<file path="src/rtl/core/pnsf_pkg.sv">
// Shared types and constants for the pink noise shaping filter.
package pnsf_pkg;

	localparam int NUM_POLES  = 6;
	localparam int POLE_IDX_W = 3;
	localparam int COEF_W     = 18;
	localparam int SAMPLE_W   = 16;
	localparam int GAIN_W     = 24;
	localparam int STATE_W    = 32;

	localparam logic signed [COEF_W-1:0] POLE_COEF [NUM_POLES] = '{
		18'sd130923, 18'sd130196, 18'sd127009, 18'sd113574, 18'sd72090, -18'sd99824
	};
	localparam logic signed [COEF_W-1:0] IN_COEF [NUM_POLES] = '{
		18'sd7277, 18'sd9840, 18'sd20166, 18'sd40696, 18'sd69855, -18'sd2215
	};
	localparam logic signed [COEF_W-1:0] DIRECT_GAIN = 18'sd70281;
	localparam logic signed [COEF_W-1:0] DELAY_GAIN  = 18'sd15195;

	typedef enum logic {
		REG_NOISE_MODE  = 1'b0,
		REG_OUTPUT_GAIN = 1'b1
	} reg_idx_t;

	typedef enum logic [2:0] {
		OP_NONE,
		OP_KX,
		OP_CP,
		OP_DIR,
		OP_DLY,
		OP_GAIN,
		OP_WHITE
	} op_t;

	typedef struct packed {
		op_t                   op;
		logic [POLE_IDX_W-1:0] pole;
		logic                  start;
		logic                  load_out;
		logic                  white;
	} cmd_t;

endpackage

</file>
<file path="src/rtl/core/pnsf_datapath.sv">
// Datapath of the pink noise shaping filter: shared multiplier, filter state, output register.
module pnsf_datapath (
	input  logic                                   clk,
	input  logic                                   arst_n,
	input  pnsf_pkg::cmd_t                         cmd,
	input  logic signed [pnsf_pkg::SAMPLE_W-1:0]   white_sample,
	input  logic [pnsf_pkg::GAIN_W-1:0]            output_gain,
	output logic signed [pnsf_pkg::SAMPLE_W-1:0]   noise_sample
);

	localparam int A_W    = 35;
	localparam int B_W    = 25;
	localparam int P_W    = A_W + B_W;
	localparam int ACC_W  = 52;

	localparam logic signed [ACC_W-1:0] S32_MAX = 52'sd2147483647;
	localparam logic signed [ACC_W-1:0] S32_MIN = -52'sd2147483648;
	localparam logic signed [P_W-1:0]   S16_MAX = 60'sd32767;
	localparam logic signed [P_W-1:0]   S16_MIN = -60'sd32768;
	localparam logic signed [P_W-1:0]   MASK_23 = 60'sd8388607;
	localparam logic signed [P_W-1:0]   MASK_32 = 60'sd4294967295;

	logic signed [pnsf_pkg::SAMPLE_W-1:0] x_q;
	logic signed [pnsf_pkg::STATE_W-1:0]  pole_q [pnsf_pkg::NUM_POLES];
	logic signed [pnsf_pkg::STATE_W-1:0]  delayed_q;
	logic signed [ACC_W-1:0]              acc_q;
	logic signed [A_W-1:0]                sum_q;
	logic signed [pnsf_pkg::SAMPLE_W-1:0] noise_sample_q;

	logic signed [A_W-1:0]   mul_a;
	logic signed [B_W-1:0]   mul_b;
	logic signed [P_W-1:0]   prod_s1;
	pnsf_pkg::op_t           op_s1;
	logic [pnsf_pkg::POLE_IDX_W-1:0] pole_s1;

	logic signed [ACC_W-1:0]              cp_sum;
	logic signed [ACC_W-1:0]              cp_shift;
	logic signed [pnsf_pkg::STATE_W-1:0]  pole_new;
	logic signed [P_W-1:0]                fin_adj;
	logic signed [P_W-1:0]                fin_shift;
	logic signed [pnsf_pkg::SAMPLE_W-1:0] fin_sat;

	always_comb begin
		mul_a = '0;
		mul_b = '0;
		case (cmd.op)
			pnsf_pkg::OP_KX: begin
				mul_a = A_W'(x_q);
				mul_b = B_W'(pnsf_pkg::IN_COEF[cmd.pole]);
			end
			pnsf_pkg::OP_CP: begin
				mul_a = A_W'(pole_q[cmd.pole]);
				mul_b = B_W'(pnsf_pkg::POLE_COEF[cmd.pole]);
			end
			pnsf_pkg::OP_DIR: begin
				mul_a = A_W'(x_q);
				mul_b = B_W'(pnsf_pkg::DIRECT_GAIN);
			end
			pnsf_pkg::OP_DLY: begin
				mul_a = A_W'(x_q);
				mul_b = B_W'(pnsf_pkg::DELAY_GAIN);
			end
			pnsf_pkg::OP_GAIN: begin
				mul_a = sum_q;
				mul_b = signed'({1'b0, output_gain});
			end
			pnsf_pkg::OP_WHITE: begin
				mul_a = A_W'(x_q);
				mul_b = signed'({1'b0, output_gain});
			end
			default: begin
				mul_a = '0;
				mul_b = '0;
			end
		endcase
	end

	always_ff @(posedge clk or negedge arst_n) begin
		if (!arst_n) begin
			op_s1 <= pnsf_pkg::OP_NONE;
		end else begin
			op_s1 <= cmd.op;
		end
	end

	always_ff @(posedge clk) begin
		if (cmd.op != pnsf_pkg::OP_NONE) begin
			prod_s1 <= mul_a * mul_b;
			pole_s1 <= cmd.pole;
		end
	end

	always_comb begin
		cp_sum   = acc_q + signed'(prod_s1[ACC_W-1:0]);
		cp_shift = cp_sum >>> 17;
		if (cp_shift > S32_MAX) begin
			pole_new = pnsf_pkg::STATE_W'(S32_MAX);
		end else if (cp_shift < S32_MIN) begin
			pole_new = pnsf_pkg::STATE_W'(S32_MIN);
		end else begin
			pole_new = cp_shift[pnsf_pkg::STATE_W-1:0];
		end
	end

	always_ff @(posedge clk or negedge arst_n) begin
		if (!arst_n) begin
			for (int i = 0; i < pnsf_pkg::NUM_POLES; i++) begin
				pole_q[i] <= '0;
			end
			delayed_q <= '0;
		end else begin
			if (op_s1 == pnsf_pkg::OP_CP) begin
				pole_q[pole_s1] <= pole_new;
			end
			if (op_s1 == pnsf_pkg::OP_DLY) begin
				delayed_q <= signed'(prod_s1[39:8]);
			end
		end
	end

	always_ff @(posedge clk) begin
		if (cmd.start) begin
			x_q   <= white_sample;
			sum_q <= '0;
		end else begin
			case (op_s1)
				pnsf_pkg::OP_KX:  acc_q <= signed'({prod_s1[42:0], 9'b0});
				pnsf_pkg::OP_CP:  sum_q <= sum_q + A_W'(pole_new);
				pnsf_pkg::OP_DIR: sum_q <= sum_q + signed'(prod_s1[42:8]) + A_W'(delayed_q);
				default: ;
			endcase
		end
	end

	always_comb begin
		if (prod_s1[P_W-1]) begin
			fin_adj = prod_s1 + (cmd.white ? MASK_23 : MASK_32);
		end else begin
			fin_adj = prod_s1;
		end
		fin_shift = cmd.white ? (fin_adj >>> 23) : (fin_adj >>> 32);
		if (fin_shift > S16_MAX) begin
			fin_sat = pnsf_pkg::SAMPLE_W'(S16_MAX);
		end else if (fin_shift < S16_MIN) begin
			fin_sat = pnsf_pkg::SAMPLE_W'(S16_MIN);
		end else begin
			fin_sat = fin_shift[pnsf_pkg::SAMPLE_W-1:0];
		end
	end

	always_ff @(posedge clk) begin
		if (cmd.load_out) begin
			noise_sample_q <= fin_sat;
		end
	end

	assign noise_sample = noise_sample_q;

endmodule

</file>
<file path="src/rtl/core/pnsf_ctrl.sv">
// Controller of the pink noise shaping filter: sequences the multiplier and the output transfer.
module pnsf_ctrl (
	input  logic           clk,
	input  logic           arst_n,
	input  logic           noise_mode,
	input  logic           in_valid,
	output logic           in_ready,
	output logic           out_valid,
	input  logic           out_ready,
	output pnsf_pkg::cmd_t cmd
);

	localparam logic [3:0] STEP_DIR  = 4'd12;
	localparam logic [3:0] STEP_DLY  = 4'd13;
	localparam logic [3:0] STEP_GAIN = 4'd14;

	typedef enum logic [1:0] {
		ST_IDLE,
		ST_RUN,
		ST_FIN
	} state_t;

	state_t     state_q;
	logic [3:0] step_q;
	logic       white_q;
	logic       out_valid_q;
	logic       slot_free;

	assign in_ready  = (state_q == ST_IDLE);
	assign out_valid = out_valid_q;
	assign slot_free = !out_valid_q || out_ready;

	always_comb begin
		cmd.op       = pnsf_pkg::OP_NONE;
		cmd.pole     = step_q[3:1];
		cmd.start    = in_valid && in_ready;
		cmd.load_out = (state_q == ST_FIN) && slot_free;
		cmd.white    = white_q;
		if (state_q == ST_RUN) begin
			if (white_q) begin
				cmd.op = pnsf_pkg::OP_WHITE;
			end else begin
				unique case (step_q)
					STEP_DIR:  cmd.op = pnsf_pkg::OP_DIR;
					STEP_DLY:  cmd.op = pnsf_pkg::OP_DLY;
					STEP_GAIN: cmd.op = pnsf_pkg::OP_GAIN;
					default:   cmd.op = step_q[0] ? pnsf_pkg::OP_CP : pnsf_pkg::OP_KX;
				endcase
			end
		end
	end

	always_ff @(posedge clk or negedge arst_n) begin
		if (!arst_n) begin
			state_q     <= ST_IDLE;
			step_q      <= '0;
			white_q     <= 1'b0;
			out_valid_q <= 1'b0;
		end else begin
			if (state_q == ST_FIN && slot_free) begin
				out_valid_q <= 1'b1;
			end else if (out_valid_q && out_ready) begin
				out_valid_q <= 1'b0;
			end
			unique case (state_q)
				ST_IDLE: begin
					if (in_valid) begin
						state_q <= ST_RUN;
						step_q  <= '0;
						white_q <= !noise_mode;
					end
				end
				ST_RUN: begin
					if (white_q || step_q == STEP_GAIN) begin
						state_q <= ST_FIN;
					end else begin
						step_q <= step_q + 4'd1;
					end
				end
				ST_FIN: begin
					if (slot_free) begin
						state_q <= ST_IDLE;
					end
				end
				default: state_q <= ST_IDLE;
			endcase
		end
	end

endmodule

</file>
<file path="src/rtl/core/pink_noise_shaping_filter.sv">
// Top level of the pink noise shaping filter: configuration registers, controller and datapath.
// One white noise sample in, one 16-bit sample out, one item at a time. In pink mode an item
// is fifteen operations issued in turn to a single shared 35x25 multiplier (two per filter
// section, the direct and delayed terms, the final gain), then truncation and saturation into
// the output register. In white mode an item is one multiplication by the gain, then the same
// output step. The result register lets the next sample transfer in while a result waits; a
// result that still finds the register full holds the block until out_ready frees it.
module pink_noise_shaping_filter (
	input  logic                                 clk,
	input  logic                                 arst_n,
	input  logic                                 cfg_we,
	input  logic                                 cfg_index,
	input  logic [pnsf_pkg::GAIN_W-1:0]          cfg_wdata,
	input  logic                                 in_valid,
	output logic                                 in_ready,
	input  logic signed [pnsf_pkg::SAMPLE_W-1:0] white_sample,
	output logic                                 out_valid,
	input  logic                                 out_ready,
	output logic signed [pnsf_pkg::SAMPLE_W-1:0] noise_sample
);

	logic                          noise_mode_q;
	logic [pnsf_pkg::GAIN_W-1:0]   output_gain_q;
	pnsf_pkg::cmd_t                cmd;

	always_ff @(posedge clk or negedge arst_n) begin
		if (!arst_n) begin
			noise_mode_q  <= 1'b1;
			output_gain_q <= 24'd2621440;
		end else if (cfg_we) begin
			unique case (pnsf_pkg::reg_idx_t'(cfg_index))
				pnsf_pkg::REG_NOISE_MODE:  noise_mode_q  <= cfg_wdata[0];
				pnsf_pkg::REG_OUTPUT_GAIN: output_gain_q <= cfg_wdata;
				default: ;
			endcase
		end
	end

	pnsf_ctrl u_ctrl (
		.clk        (clk),
		.arst_n     (arst_n),
		.noise_mode (noise_mode_q),
		.in_valid   (in_valid),
		.in_ready   (in_ready),
		.out_valid  (out_valid),
		.out_ready  (out_ready),
		.cmd        (cmd)
	);

	pnsf_datapath u_datapath (
		.clk          (clk),
		.arst_n       (arst_n),
		.cmd          (cmd),
		.white_sample (white_sample),
		.output_gain  (output_gain_q),
		.noise_sample (noise_sample)
	);

endmodule

</file>
<file path="config.mk">
export PLATFORM = sky130hd
export DESIGN_NAME = pink_noise_shaping_filter
export DESIGN_NICKNAME = d
export VERILOG_FILES = /design/src/rtl/core/pnsf_pkg.sv /design/src/rtl/core/pnsf_datapath.sv /design/src/rtl/core/pnsf_ctrl.sv /design/src/rtl/core/pink_noise_shaping_filter.sv
export SDC_FILE = /design/constraint.sdc
export NUM_CORES = 2
export LEC_CHECK = 0
export BUFFER_PORTS_ARGS = -buffer_cell sky130_fd_sc_hd__buf_2
export CORE_ASPECT_RATIO = 1.2
export CORE_MARGIN = 5
export CORE_UTILIZATION = 56
export DETAILED_ROUTE_END_ITERATION = 10
export GPL_TIMING_DRIVEN = 0
export PLACE_DENSITY = 0.72
export SLEW_MARGIN = 30
export SYNTH_ARGS = -nofsm -noshare
export SYNTH_HDL_FRONTEND = slang
export SYNTH_SLANG_ARGS = --single-unit
</file>
<file path="constraint.sdc">
create_clock -name clk -period 19.6 [get_ports clk]
set_input_delay 2.94 -clock clk [delete_from_list [all_inputs] [get_ports clk]]
set_output_delay 2.94 -clock clk [all_outputs]
set_load 0.02 [all_outputs]
</file>
==> flow_summary.yaml <==
logic_synthesis:
  synth_top_area_frac: 0.336
  synth_common_cells: "inv_1 (1021), fa_1 (924), nand2_1 (834), nor2_1 (546), o21ai_0 (318)"
  synth_top_cell_by_area: "fa_1"
  ys_seq_elements: 433
  avgSynthCellArea_sq_um: 9.24
  synth_compound_area_frac: 0.104
  ys_seq_area_frac: 0.206
  synth_fa_ha_area_frac: 0.403
  synth-main-ff-cell: "dfrtp_1"
  ys_types: 95
  synth_top_family_by_area: "adder cells"
  synth_nets: 7220
  syn_area_sq_um: 55000
  syn_inst: 5956
  synthArstFlopShare: 0.600
  yosysMostFrequentCell: "inv_1"
  synth-simple-area-share: 0.134
  synth_xor_area_frac: 0.0304
  synthTopCellsByArea: "fa_1 (34%), dfrtp_1 (12%), edfxtp_1 (7.5%), inv_1 (7.0%), ha_1 (6.7%)"
  yosys_warnings: 0
  muxShareOfSynthArea: 0.0328
  synth_edf_count: 138
global_route:
  gr-total-overflow: 0
  first_global_vias: 46500
  grt_first_pass_wirelength_mm: 292
  grt_max_degree: 90
  antenna_found_initial: 7
  track_usage: 0.377
sta:
  finalCritPeriodShare: 0.721
  maxSlewViolCount: 0
  setup_slack_ns: 5.47
  slew_headroom: 0.240
  rsz0062_at_grt: "no"
  final.setup.tns_ns: 0
  worst_pin_slew_ns: 1.14
  setup_violations: 0
  final.min_clock_period_ns: 14.13
  hold_ws_ns: 0.459
  hold_viol: 0
  fmax_ghz: 0.0708
  clock_skew_ns: 0.0333
route:
  drt_iter0_markers: 4366
  drtAntennaViolNets: 0
  vias: 45000
  dr.pass1.iters: 8
  drcViolationCount: 0
  avgRoutedWirePerCell_um: 26.6
  viasPerCell: 6.07
  drt_wl_total_mm: 197
clocking:
  numCtsBuffers: 46
  clock_sink_count: 433
  clkTransAtPathRegs_ns: 0.08
  cts-root-buf: "clkbuf_16"
  cts_tree: "yes"
  worstSkewPairLatency_ns: 0.61
  cts_resized: 0
  cts_setup_buffers: 0
  cts_max_level: 2
  clk_path_buf_depth: 3
  hold_buffers: 0
die:
  fp.dieArea_sq_um: 105000
  core-area_sq_um: 98100
  initial_core_util: 0.561
  die_height_um: 353
  std_cell_rows: 126
  dieWidth_um: 296
  io_pins: 64
flow_run:
  max-cap-violations: 0
placed_design:
  io_buffer_count: 63
  detailedPlace.worstSlack_ns: 5.93
  place_inst: 7321
  dp_hpwl_mm: 162
  place_area_sq_um: 57400
  gp_congestion: 1.11
setup_path:
  rrSetupSlack_ns: 5.47
  slowest_delay_ns: 0.70
  r2r_start: "u_ctrl.step_q[1]"
  worst_r2r_endpoint: "u_datapath.prod_s1[59]"
  r2r_cells: 37
  critPathKind: "reg2reg"
  start_kind: "register"
  cpMostUsedCell: "fa_1"
  critPathSlowestCell: "clkbuf_1"
  path_max_fanout: 11
  worstPathRequired_ns: 19.93
  critPathCaptureType: "register"
  cp_data_arrival_time_ns: 14.46
power:
  clkPwrFrac: 0.083
  power_density_nw_per_um2: 183
  pwr-share-seq: 0.168
  sw_frac_of_total: 0.572
  combPwrFrac: 0.749
  p_int_mw: 4.62
  leakagePower_nw: 28.8
  switchingPower_mw: 6.19
  peakVddDrop_uv: 138
  power.total_mw: 10.8
worst_hold_path:
  hold_path_end: "u_datapath.acc_q[13]"
  hold_start: "u_datapath.prod_s1[4]"
  min_path_type: "reg2reg"
  min_path_cells: 0
finish:
  final_cells: 7409
  nets: 7353
  utilization: 0.601
  drive_gt1_frac: 0.0547
  design_area_sq_um: 59000
  area_delta_synth_final_pct: 7.10
status:
  status: "completed"
routing by layer:
layer / track usage / vias up / routed length [um] / share of wire
met3: 0.114 / 804 / 22200 / 0.11
met1: 0.449 / 22400 / 68200 / 0.35
met5: 0 / - / 47 / 0.00024
met2: 0.592 / 2627 / 88900 / 0.45
li1: - / 19100 / - / -
met4: 0.252 / 6 / 18000 / 0.091
power groups by stage:
stage | Combinational [mW] | Clock (mW) | Sequential [mW]
floorplan | 5.32 | 0 | 1.64
global placement | 7.61 | 0 | 1.81
detailed placement | 7.78 | 0 | 1.81
CTS | 7.84 | 0.911 | 1.80
global route | 8.77 | 0.943 | 1.84
finish | 8.10 | 0.901 | 1.81
kinds of logic after synthesis:
kind of cell               count (synthesis)
AOI/OAI and AO/OA                        919
muxes                                    161
buffers and inverters                   1296
and+or+nand+nor                         1740
xor gates and xnor gates                 189
DFF                                      433
adders and majority gates               1218
worst max path at each step:
| stage | from | to | slack, ns | cells after the start |
|---|---|---|---|---|
| final | u_ctrl.step_q[1] | u_datapath.prod_s1[59] | 5.47 | 37 |
| after global routing | u_ctrl.step_q[1] | u_datapath.prod_s1[59] | 5.23 | 37 |
| after CTS | u_ctrl.step_q[1] | u_datapath.prod_s1[59] | 5.93 | 37 |
| after detailed placement | u_ctrl.step_q[1] | u_datapath.prod_s1[59] | 5.93 | 37 |
| after global placement | u_ctrl.state_q[1] | u_datapath.prod_s1[59] | 5.52 | 32 |
| after floorplan | u_ctrl.state_q[1] | u_datapath.prod_s1[59] | 9.46 | 35 |
layout make-up:
type / instances / area, sq um
Antenna cell: 5 / 12.5
Buffer: 272 / 1100
Clock buffer: 54 / 1220
Clock inverter: 29 / 290
Fill cell: 8684 / 39100
Inverter: 1024 / 3850
Multi-Input combinational cell: 4227 / 38900
Sequential cell: 433 / 11400
Tap cell: 1280 / 1600
Timing Repair Buffer: 85 / 589
flip-flops by register name, summed over array words and instances (netlist names):
signal / flops
u_ctrl.step_q: 4
noise_mode_q: 1
u_datapath.sum_q: 35
u_datapath.op_s1: 3
u_datapath.pole_s1: 3
u_datapath.pole_q: 192
u_datapath.delayed_q: 32
u_ctrl.state_q: 2
u_datapath.noise_sample: 16
u_datapath.x_q: 16
u_ctrl.white_q: 1
output_gain_q: 24
u_datapath.acc_q: 43
u_datapath.prod_s1: 60
u_ctrl.out_valid: 1
layout by cell type, fill, tap and decap left out, types with 12 or more instances in the layout:
cell	synthesis	final
a21oi_1	211	204
xor2_1	64	64
and2_1	37	37
dfrtp_1	257	257
o21ai_1	14	14
mux2i_1	85	85
fa_1	924	924
nor2b_1	32	31
o21bai_1	22	22
nand3_1	86	86
a22oi_1	36	36
nand4_1	17	17
or3_1	13	13
nand2_1	834	834
and3_1	48	48
o211ai_1	17	17
inv_1	1021	1020
nand2b_1	36	36
ha_1	294	294
a21o_1	84	84
a221o_1	14	14
mux2_2	67	67
a211oi_1	26	25
buf_1	18	16
o21a_1	31	31
o21ai_0	318	317
nor2_1	546	546
o31ai_1	16	16
a31oi_1	23	22
edfxtp_1	138	138
clkbuf_16	0	48
clkbuf_1	223	219
a221oi_1	14	12
xnor2_1	124	124
nor3_1	40	40
dfxtp_1	35	35
buf_2	27	99
critical path: cells and delay by family, from the launching register on:
family	cells	cell delay (ns)
AOI/OAI and AO/OA	11	3.59
xor gates and xnor gates	1	0.17
adders and majority gates	9	4.33
buffers and inverters	9	2.73
DFF	1	0.65
and+or+nand+nor	7	2.36
Power figures use the tool's default switching activity.
